File: src/rtl/bcp_pkg.sv
// ----------------------------------------------------------------------------
// bcp_pkg
// Shared widths, constants, types and helpers of the byte to cell bit packer.
// ----------------------------------------------------------------------------
package bcp_pkg;

    localparam int unsigned ByteW    = 8;
    localparam int unsigned CellW    = 16;
    localparam int unsigned CfgW     = 5;
    localparam int unsigned AccW     = 24;
    localparam int unsigned HeldW    = 5;
    localparam int unsigned MaxCells = 8;
    localparam int unsigned CntW     = $clog2(MaxCells + 1);

    localparam logic [CfgW-1:0] CellWidthReset = CfgW'(8);
    localparam logic [CfgW-1:0] CellWidthMin   = CfgW'(1);
    localparam logic [CfgW-1:0] CellWidthMax   = CfgW'(CellW);

    typedef struct packed {
        logic [CellW-1:0] value;
        logic             last;
    } t_cell;

    // clamp the programmed width into 1..16
    function automatic logic [CfgW-1:0] eff_width(input logic [CfgW-1:0] w);
        logic [CfgW-1:0] r;
        if (w == '0) begin
            r = CellWidthMin;
        end else if (w > CellWidthMax) begin
            r = CellWidthMax;
        end else begin
            r = w;
        end
        return r;
    endfunction

endpackage

File: src/rtl/bcp_if.sv
// ----------------------------------------------------------------------------
// bcp interfaces
// Valid/ready channels for bytes in, cells out and the width register write.
// ----------------------------------------------------------------------------
interface bcp_byte_if;
    logic                      valid;
    logic                      ready;
    logic [bcp_pkg::ByteW-1:0] data_byte;
    logic                      block_end;
    modport source (output valid, output data_byte, output block_end, input ready);
    modport sink   (input valid, input data_byte, input block_end, output ready);
endinterface

interface bcp_cell_if;
    logic                      valid;
    logic                      ready;
    logic [bcp_pkg::CellW-1:0] cell_value;
    logic                      cell_last;
    modport source (output valid, output cell_value, output cell_last, input ready);
    modport sink   (input valid, input cell_value, input cell_last, output ready);
endinterface

interface bcp_cfg_if;
    logic                     valid;
    logic                     ready;
    logic [bcp_pkg::CfgW-1:0] data;
    modport source (output valid, output data, input ready);
    modport sink   (input valid, input data, output ready);
endinterface

File: src/rtl/bcp_accum.sv
// ----------------------------------------------------------------------------
// bcp_accum
// Bit accumulator: merges bytes, peels off one cell per cycle unless stalled.
// ----------------------------------------------------------------------------
module bcp_accum (
    input  logic                        i_clk,
    input  logic                        i_rst_n,
    input  logic [bcp_pkg::CfgW-1:0]    i_width,
    bcp_byte_if.sink                    i_byte,
    output logic                        o_emit_valid,
    input  logic                        i_emit_ready,
    output bcp_pkg::t_cell              o_cell
);

    localparam logic [bcp_pkg::HeldW-1:0] CellWL  = bcp_pkg::HeldW'(bcp_pkg::CellW);
    localparam logic [bcp_pkg::HeldW-1:0] ByteWL  = bcp_pkg::HeldW'(bcp_pkg::ByteW);
    localparam logic [bcp_pkg::CntW-1:0]  MaxCntL = bcp_pkg::CntW'(bcp_pkg::MaxCells);

    logic [bcp_pkg::AccW-1:0]  r_acc,  n_acc;
    logic [bcp_pkg::HeldW-1:0] r_held, n_held;
    logic [bcp_pkg::CntW-1:0]  r_cnt,  n_cnt;
    logic                      r_end,  n_end;
    logic                      r_busy, n_busy;

    logic [bcp_pkg::HeldW-1:0] w;
    logic [bcp_pkg::HeldW-1:0] held_after;
    logic [bcp_pkg::CntW-1:0]  cnt_nx;
    logic [bcp_pkg::CellW-1:0] mask;
    logic                      full_ok, pad_ok, pending, more, fire, item_final, accept;
    logic [bcp_pkg::AccW-1:0]  acc_s;
    logic [bcp_pkg::HeldW-1:0] held_s;

    always_comb begin
        w          = bcp_pkg::HeldW'(i_width);
        held_after = r_held - w;
        cnt_nx     = r_cnt + bcp_pkg::CntW'(1);
        mask       = {bcp_pkg::CellW{1'b1}} >> (CellWL - w);

        full_ok = (r_held >= w) && (r_cnt < MaxCntL);
        pad_ok  = r_end && (r_held < w) && (r_held != '0) && (r_cnt < MaxCntL);
        pending = r_busy && (full_ok || pad_ok);
        // another cell of this transaction follows the current full cell
        more    = full_ok && (cnt_nx < MaxCntL) &&
                  ((held_after >= w) || (r_end && (held_after != '0)));

        fire       = pending && i_emit_ready;
        item_final = r_busy && (!pending || (fire && !more));

        i_byte.ready = !r_busy || item_final;
        accept       = i_byte.valid && i_byte.ready;

        o_emit_valid = pending;
        o_cell.value = r_acc[bcp_pkg::CellW-1:0] & mask;
        o_cell.last  = r_end && !more;

        acc_s  = r_acc;
        held_s = r_held;
        if (fire && full_ok) begin
            acc_s  = r_acc >> w;
            held_s = held_after;
        end
        // block end drops whatever is left
        if (item_final && r_end) begin
            acc_s  = '0;
            held_s = '0;
        end

        n_acc  = acc_s;
        n_held = held_s;
        n_cnt  = fire ? cnt_nx : r_cnt;
        n_end  = r_end;
        n_busy = r_busy && !item_final;
        if (accept) begin
            n_acc  = acc_s | (bcp_pkg::AccW'(i_byte.data_byte) << held_s[3:0]);
            n_held = held_s + ByteWL;
            n_cnt  = '0;
            n_end  = i_byte.block_end;
            n_busy = 1'b1;
        end
    end

    always_ff @(posedge i_clk) begin
        if (!i_rst_n) begin
            r_acc  <= '0;
            r_held <= '0;
            r_cnt  <= '0;
            r_end  <= 1'b0;
            r_busy <= 1'b0;
        end else begin
            r_acc  <= n_acc;
            r_held <= n_held;
            r_cnt  <= n_cnt;
            r_end  <= n_end;
            r_busy <= n_busy;
        end
    end

endmodule

File: src/rtl/bcp_out_reg.sv
// ----------------------------------------------------------------------------
// bcp_out_reg
// Output register holding one cell until the receiver takes it.
// ----------------------------------------------------------------------------
module bcp_out_reg (
    input  logic           i_clk,
    input  logic           i_rst_n,
    input  logic           i_valid,
    output logic           o_ready,
    input  bcp_pkg::t_cell i_cell,
    bcp_cell_if.source     o_cell
);

    logic           r_valid, n_valid;
    bcp_pkg::t_cell r_cell;

    always_comb begin
        o_ready = !r_valid || o_cell.ready;
        n_valid = i_valid || (r_valid && !o_cell.ready);
    end

    always_ff @(posedge i_clk) begin
        if (!i_rst_n) begin
            r_valid <= 1'b0;
        end else begin
            r_valid <= n_valid;
        end
    end

    always_ff @(posedge i_clk) begin
        if (i_valid && o_ready) begin
            r_cell <= i_cell;
        end
    end

    assign o_cell.valid      = r_valid;
    assign o_cell.cell_value = r_cell.value;
    assign o_cell.cell_last  = r_cell.last;

endmodule

File: src/rtl/byte_to_cell_bit_packer.sv
// ----------------------------------------------------------------------------
// byte_to_cell_bit_packer
// Repacks a byte stream, lsb first, into cells of 1 to 16 bits.
// ----------------------------------------------------------------------------
// i_byte: source bytes with block_end on the final byte of a block.
// o_cell: cells with cell_last on the final cell of a block; the final cell
//   carries leftover bits zero padded.
// i_cfg: one register, the cell width (0 acts as 1, above 16 acts as 16);
//   always ready, write it only while no transaction is in flight.
// A byte goes into the accumulator register, then one cell per cycle moves
// into the output register while it can take one; the first cell of a byte
// reaches o_cell through the accumulator and then the output register.
// The accumulator gives one cell per clock while the output register takes
// it, and takes the next byte only with the last cell of the current one:
// in steady use one byte per cycle for widths of 8 and above; a block end
// byte that flushes leftover bits gives two cells; width 1 gives up to 8.
// When the receiver stalls, the output register holds its cell, the
// accumulator keeps its cell pending and then stops taking bytes.
// Reset empties the accumulator, drops any held cell and sets the width to 8.
// ----------------------------------------------------------------------------
module byte_to_cell_bit_packer (
    input  logic        i_clk,
    input  logic        i_rst_n,
    bcp_cfg_if.sink     i_cfg,
    bcp_byte_if.sink    i_byte,
    bcp_cell_if.source  o_cell
);

    logic [bcp_pkg::CfgW-1:0] r_cell_width;
    logic [bcp_pkg::CfgW-1:0] width_eff;
    logic                     emit_valid;
    logic                     emit_ready;
    bcp_pkg::t_cell           emit_cell;

    assign i_cfg.ready = 1'b1;
    assign width_eff   = bcp_pkg::eff_width(r_cell_width);

    always_ff @(posedge i_clk) begin
        if (!i_rst_n) begin
            r_cell_width <= bcp_pkg::CellWidthReset;
        end else if (i_cfg.valid && i_cfg.ready) begin
            r_cell_width <= i_cfg.data;
        end
    end

    bcp_accum u_accum (
        .i_clk        (i_clk),
        .i_rst_n      (i_rst_n),
        .i_width      (width_eff),
        .i_byte       (i_byte),
        .o_emit_valid (emit_valid),
        .i_emit_ready (emit_ready),
        .o_cell       (emit_cell)
    );

    bcp_out_reg u_out_reg (
        .i_clk   (i_clk),
        .i_rst_n (i_rst_n),
        .i_valid (emit_valid),
        .o_ready (emit_ready),
        .i_cell  (emit_cell),
        .o_cell  (o_cell)
    );

endmodule

File: src/flat_wrapper.sv
// flat-port wrapper written by rule: the top's interface ports become plain ports
module byte_to_cell_bit_packer_flat 
  (i_clk, i_rst_n, i_cfg_valid, i_cfg_data, i_cfg_ready, i_byte_valid, i_byte_data_byte, i_byte_block_end, i_byte_ready, o_cell_valid, o_cell_cell_value, o_cell_cell_last, o_cell_ready);
  bcp_cfg_if i_cfg_i ();
  bcp_byte_if i_byte_i ();
  bcp_cell_if o_cell_i ();
  input  logic i_clk;
  input  logic i_rst_n;
  input wire logic [$bits(i_cfg_i.valid)-1:0] i_cfg_valid;
  input wire logic [$bits(i_cfg_i.data)-1:0] i_cfg_data;
  output wire logic [$bits(i_cfg_i.ready)-1:0] i_cfg_ready;
  input wire logic [$bits(i_byte_i.valid)-1:0] i_byte_valid;
  input wire logic [$bits(i_byte_i.data_byte)-1:0] i_byte_data_byte;
  input wire logic [$bits(i_byte_i.block_end)-1:0] i_byte_block_end;
  output wire logic [$bits(i_byte_i.ready)-1:0] i_byte_ready;
  output wire logic [$bits(o_cell_i.valid)-1:0] o_cell_valid;
  output wire logic [$bits(o_cell_i.cell_value)-1:0] o_cell_cell_value;
  output wire logic [$bits(o_cell_i.cell_last)-1:0] o_cell_cell_last;
  input wire logic [$bits(o_cell_i.ready)-1:0] o_cell_ready;
  assign i_cfg_i.valid = i_cfg_valid;
  assign i_cfg_i.data = i_cfg_data;
  assign i_cfg_ready = i_cfg_i.ready;
  assign i_byte_i.valid = i_byte_valid;
  assign i_byte_i.data_byte = i_byte_data_byte;
  assign i_byte_i.block_end = i_byte_block_end;
  assign i_byte_ready = i_byte_i.ready;
  assign o_cell_valid = o_cell_i.valid;
  assign o_cell_cell_value = o_cell_i.cell_value;
  assign o_cell_cell_last = o_cell_i.cell_last;
  assign o_cell_i.ready = o_cell_ready;
  byte_to_cell_bit_packer u_core (.i_clk(i_clk), .i_rst_n(i_rst_n), .i_cfg(i_cfg_i), .i_byte(i_byte_i), .o_cell(o_cell_i));
endmodule
File: config.mk
export PLATFORM = sky130hd
export DESIGN_NAME = byte_to_cell_bit_packer_flat
export DESIGN_NICKNAME = d
export VERILOG_FILES = /design/src/rtl/bcp_pkg.sv /design/src/rtl/bcp_if.sv /design/src/rtl/bcp_accum.sv /design/src/rtl/bcp_out_reg.sv /design/src/rtl/byte_to_cell_bit_packer.sv /design/src/flat_wrapper.sv
export SDC_FILE = /design/constraint.sdc
export NUM_CORES = 1
export LEC_CHECK = 0
export BUFFER_PORTS_ARGS = -buffer_cell sky130_fd_sc_hd__buf_2
export CAP_MARGIN = 20
export CORE_AREA = 2 2 86 88
export CTS_BUF_LIST = sky130_fd_sc_hd__clkbuf_16
export DETAILED_ROUTE_END_ITERATION = 16
export DIE_AREA = 0 0 88 90
export HOLD_SLACK_MARGIN = 0.05
export PLACE_DENSITY_LB_ADDON = 0.08
export SKIP_CTS_REPAIR_TIMING = 1
export SYNTH_ARGS = -nofsm -noshare
export SYNTH_HDL_FRONTEND = slang
export SYNTH_SLANG_ARGS = --single-unit
File: constraint.sdc
create_clock -name i_clk -period 11.55 [get_ports i_clk]
set_input_delay 2.31 -clock i_clk [delete_from_list [all_inputs] [get_ports i_clk]]
set_output_delay 2.31 -clock i_clk [all_outputs]
set_load 0.01 [all_outputs]
==> flow_summary.ini, run 1 <==
[global_route]
grt_max_degree = 34
grt_remaining_overflow = 0
antenna_found_initial = 0
grt_pass1_vias = 4138
grt_usage = 0.342
grt_pass1_wl_um = 21000

[run_status]
outcome = finished, final reports clean

[yosys]
synthTopCellsByCount = 74 x mux2i_1, 48 x a21oi_1, 45 x nand2_1
ys_warn_count = 0
synth_area_leaders = dfxtp_1 19%, mux2i_1 17%, edfxtp_1 12%, a21oi_1 5.4%, ha_1 4.0%
netlist_instances = 523
syn_area_per_cell_um2 = 8.46
yosysUniqueCellTypes = 66
synth_edf_count = 17
synthArstFlopShare = 0
netlist_area_mm2 = 0.00442
yosysTopAreaCell = dfxtp_1
synth_seq_area_share = 0.301
synth_most_common_cell = mux2i_1
synthDominantCellAreaShare = 0.186
syn-num-nets = 557
ys_seq_elements = 58
ys.flop_type = dfxtp_1

[power_and_ir_drop]
pwr-share-seq = 0.302
p_leak_nw = 2.22
ir_drop_mv = 0.116
swShare = 0.366
powerDensity_mw_per_mm2 = 183
clockPowerShare = 0.347
comb_power_share = 0.350
power.switching_mw = 0.333
p_int_mw = 0.577

[clock_tree]
htreeDepth = 3
ctsRootBufferMaster = clkbuf_16
cts_buffer_depth = 2
cts_made_buffers = 9
clkLatencyLatePin_ns = 0.33
clk_pin_slew_worst_paths_ns = 0.06
cts_tree = yes
cts_sinks = 58

[setup_path]
critPathLaunchType = register
cp.required_ns = 9.24
path_class = reg2out
crit_arrival_ns = 4.61
endpoint_kind = output pin
critPathMaxFanout = 32

[sta]
slew_headroom = 0.338
fin_crit_sh = 0.600
hold_viol_final = 0
rsz0062_at_grt = false
finalSetupTns_ns = 0
final-max-slew-violation-count = 0
worst_slew_pin_slew_ns = 0.991
finalSetupViolCount = 0
clock.fmax_ghz = 0.144
worst_slack_ns = 4.63
finalClockSkew_ns = 0.00673
period_needed_ns = 6.92

[drt]
vias = 4403
drc = 0
drt_iter0_drc = 486
via_per_inst = 6.77
wl_um = 13400
ant_nets = 0
first_pass_iters = 5
wire_per_inst_um = 20.6

[finish]
drive_above_1_share = 0.138
area_growth_syn_to_layout_pct = 12.6
fin_nets = 580
diodes = 0
n_fill_cell = 560

[floorplan]
io_pins = 39
start_util = 0.630
chipHeight_um = 90
die_w_um = 88
fp.coreArea_mm2 = 0.00702
dieArea_mm2 = 0.00792
rows = 31

[job]
drv.max_cap_violation_count = 0

[hold_path]
hold_path_class = reg2reg

[placed_design]
gp_congestion = 0.947
dpl_worst_slack_ns = 5.00
dp_hpwl_um = 9740
io_buffers = 37
## final timing paths
kind / startpoint / end / slack (ns) / cells past startpoint
worst max-delay path: u_core.r_cell_width[3] / i_byte_ready / 4.63 / 15
worst min-delay path: u_core.u_accum.r_cnt[1] / u_core.u_accum.r_cnt[1] / 0.52 / 2
worst max register to register: u_core.r_cell_width[3] / u_core.u_accum.r_acc[12] / 5.90 / 17
worst min register to register: u_core.u_accum.r_cnt[1] / u_core.u_accum.r_cnt[1] / 0.52 / 2
## sequential cells by signal, indices dropped and copies added (netlist names)
register	cells
u_core.u_accum.r_cnt	4
u_core.u_out_reg.o_cell.cell_value	16
u_core.u_accum.r_busy	1
u_core.u_out_reg.o_cell.valid	1
u_core.u_out_reg.o_cell.cell_last	1
u_core.u_accum.r_held	5
u_core.u_accum.r_end	1
u_core.u_accum.r_acc	24
u_core.r_cell_width	5
## cell families after synthesis
kind of cell	share of synthesized area
DFF	0.301
buffers and inverters	0.0455
AOI/OAI and AO/OA	0.222
other	0.000848
adders and majority gates	0.0441
and+or+nand+nor	0.199
xor gates and xnor gates	0.00792
muxes	0.180
## power groups by stage
| stage | combinational, mW | clock (mW) | sequential [mW] |
|---|---|---|---|
| final | 0.319 | 0.316 | 0.275 |
| after global routing | 0.345 | 0.325 | 0.276 |
| after CTS | 0.310 | 0.315 | 0.273 |
| after detailed placement | 0.307 | 0 | 0.277 |
| after global placement | 0.303 | 0 | 0.276 |
| after floorplan | 0.233 | 0 | 0.267 |
## cells in the final DEF (no fill, tap or decap), types with 7 or more instances in the layout
master and instances:
and3_1 12, nand3_1 11, a21oi_1 47, nor2b_1 8
nor3_1 13, nand2_1 45, o21ai_0 19, nor2_1 40
clkbuf_16 9, a22oi_1 7, and2_1 7, ha_1 14
dfxtp_1 41, mux2i_1 74, inv_1 12, buf_2 37
o22ai_1 15, a211oi_1 12, edfxtp_1 17, or3_1 9
## area by class of cell
type	instances	area, um2	area share
Tap cell	99	124	0.0249
Inverter	14	52.6	0.0106
Clock buffer	9	225	0.0452
Timing Repair Buffer	42	223	0.0447
Clock inverter	7	125	0.0251
Multi-Input combinational cell	421	2900	0.582
Sequential cell	58	1330	0.267
## layer usage
layer / vias to the layer above / GRT usage / share of wire
met4: 0 / 0.190 / 0.051
met5: - / 0 / 0
li1: 2016 / - / -
met3: 59 / 0.0634 / 0.082
met2: 282 / 0.551 / 0.48
met1: 2046 / 0.423 / 0.39
## critical path, cell delays in order (launching register included)
cell      delay, ns
dfxtp_1        0.97
nor3_1         0.19
o21ai_2        0.16
buf_4          0.36
inv_1          0.18
ha_1           0.29
inv_1          0.12
fa_1           0.21
xor2_1         0.30
ha_1           0.31
a211oi_1       0.20
o31ai_1        0.10
o221ai_1       0.41
a21oi_1        0.13
o21bai_1       0.18
buf_2          0.16
## through the flow
step | hold WS, ns | util | area, um2 | total power [mW] | cells
global placement | 0.483 | 0.659 | 4630 | 0.580 | 634
global route | 0.555 | 0.709 | 4980 | 0.947 | 650
CTS | 0.520 | 0.709 | 4980 | 0.899 | 650
finish | 0.520 | 0.709 | 4980 | 0.910 | 650
floorplan | 0.466 | - | 4420 | 0.499 | 523
detailed placement | 0.509 | 0.659 | 4630 | 0.584 | 634
Power figures use the tool's default switching activity.
==> run 2, diff against run 1 <==
--- a/config.mk
+++ b/config.mk
@@ -7,10 +7,10 @@
 export LEC_CHECK = 0
 export BUFFER_PORTS_ARGS = -buffer_cell sky130_fd_sc_hd__buf_2
 export CAP_MARGIN = 20
-export CORE_AREA = 2 2 86 88
+export CORE_AREA = 2 2 89 91
 export CTS_BUF_LIST = sky130_fd_sc_hd__clkbuf_16
 export DETAILED_ROUTE_END_ITERATION = 16
-export DIE_AREA = 0 0 88 90
+export DIE_AREA = 0 0 91 93
 export HOLD_SLACK_MARGIN = 0.05
 export PLACE_DENSITY_LB_ADDON = 0.08
 export SKIP_CTS_REPAIR_TIMING = 1
==> constraint.sdc (replaced) <==
create_clock -name i_clk -period 7 [get_ports i_clk]
set_input_delay 1.4 -clock i_clk [delete_from_list [all_inputs] [get_ports i_clk]]
set_output_delay 1.4 -clock i_clk [all_outputs]
set_load 0.01 [all_outputs]
==> flow_summary.ini, run 2 (same netlist as run 1, synthesis figures left out) <==
[clock_tree]
cts_sinks = 58
clk_pin_slew_worst_paths_ns = 0.06
cts_tree = yes
cts_buffer_depth = 2
clkLatencyLatePin_ns = 0.33
cts_made_buffers = 9
htreeDepth = 3
ctsRootBufferMaster = clkbuf_16

[floorplan]
chipHeight_um = 93
die_w_um = 91
io_pins = 39
dieArea_mm2 = 0.00846
rows = 32
start_util = 0.588
fp.coreArea_mm2 = 0.00753

[drt]
ant_nets = 0
wire_per_inst_um = 20.6
drt_iter0_drc = 423
via_per_inst = 6.60
wl_um = 13500
first_pass_iters = 5
drc = 0
vias = 4324

[finish]
final_common_cell = mux2i_1
final_core_util = 0.663
seqCellArea_mm2 = 0.00133
area_growth_syn_to_layout_pct = 12.9
regMostFlops = u_core.u_accum.r_acc
largest_register_ffs = 24
fin_nets = 582
n_fill_cell = 663
multiInputGateArea_mm2 = 0.00290
diodes = 0
final_cell_area_mm2 = 0.00499
drive_above_1_share = 0.141
final_cell_mix = 74 x mux2i_1, 47 x a21oi_1, 45 x nand2_1, 41 x dfxtp_1, 40 x nor2_1

[placed_design]
gp_congestion = 0.927
io_buffers = 37
dpl_worst_slack_ns = 1.60
placed_area_mm2 = 0.00465
dp_hpwl_um = 9970

[power_and_ir_drop]
clockPowerShare = 0.342
finalPower_mw = 1.49
p_int_mw = 0.939
swShare = 0.372
pwr-share-seq = 0.301
ir_drop_mv = 0.170
powerDensity_mw_per_mm2 = 299
power.switching_mw = 0.556
p_leak_nw = 2.23
comb_power_share = 0.357

[sta]
hold_viol_final = 0
clock.fmax_ghz = 0.172
finalClockSkew_ns = 0.00571
fin_crit_sh = 0.833
rsz0062_at_grt = false
worst_slack_ns = 1.17
slew_headroom = 0.386
final-max-slew-violation-count = 0
worst_slew_pin_slew_ns = 0.914
period_needed_ns = 5.83
finalSetupViolCount = 0
finalSetupTns_ns = 0

[setup_path]
crit_path_start = u_core.r_cell_width[3]
critPathLaunchType = register
crit-reg2reg-launch = u_core.r_cell_width[3]
path_class = reg2out
cp.required_ns = 5.60
endpoint_kind = output pin
critPathMaxFanout = 32
crit_arrival_ns = 4.43

[global_route]
grt_pass1_vias = 4002
grt_pass1_wl_um = 21100
grt_usage = 0.321
grt_max_degree = 34
grt_remaining_overflow = 0
antenna_found_initial = 0

[run_status]
outcome = finished, final reports clean

[hold_path]
hold_path_class = reg2reg
worstHoldStart = u_core.u_accum.r_cnt[1]

[job]
drv.max_cap_violation_count = 0
[run 2: changes by cell type in the layout (fill, tap and decap cells not counted)]
cell / change
buf_4: +2
clkbuf_16: +1
bufinv_16: -1
[run 2: cell type report]
type,count,area share
clock buffer,10,0.0501
clock inverter,6,0.0190
inverter,14,0.0105
tap,102,0.0256
timing repair buffer,44,0.0476
sequential,58,0.267
multi-input combinational,421,0.581
[run 2: per-layer routing]
layer,GRT usage,vias to the layer above,part of all wire
met3,0.0580,47,0.076
met5,0,-,0
li1,-,2013,-
met4,0.160,0,0.042
met2,0.552,221,0.49
met1,0.387,2043,0.39
[run 2: per-stage QoR]
stage	hold slack, ns	instances
after floorplan	0.466	523
after global placement	0.479	639
after detailed placement	0.493	639
after CTS	0.503	655
after global routing	0.548	655
final	0.504	655
[run 2: worst max-delay path: stages, from the launching register on]
cell and delay (ns):
dfxtp_1 0.29, buf_4 0.22, nor3_1 0.32, o21ai_2 0.07, buf_4 0.26, inv_1 0.21
ha_1 0.28, inv_1 0.11, fa_1 0.45, xor2_1 0.34, ha_1 0.31, a211oi_1 0.23
o31ai_1 0.12, o221ai_1 0.40, a21oi_1 0.13, o21bai_1 0.18, buf_2 0.16
[run 2: final timing paths]
path | end | depth (start not counted) | slack [ns]
hold / removal | u_core.u_accum.r_cnt[1] | 2 | 0.50
setup / recovery | i_byte_ready | 16 | 1.17
hold reg to reg | u_core.u_accum.r_cnt[1] | 2 | 0.50
setup reg to reg | u_core.u_accum.r_acc[10] | 18 | 1.65
[run 2: power by group through the flow]
stage	Sequential [mW]	Clock (mW)	Combinational [mW]
2_1_floorplan	0.440	0	0.384
3_3_place_gp	0.453	0	0.507
3_5_place_dp	0.453	0	0.517
4_1_cts	0.447	0.516	0.521
5_1_grt	0.452	0.531	0.574
6_report	0.450	0.511	0.533
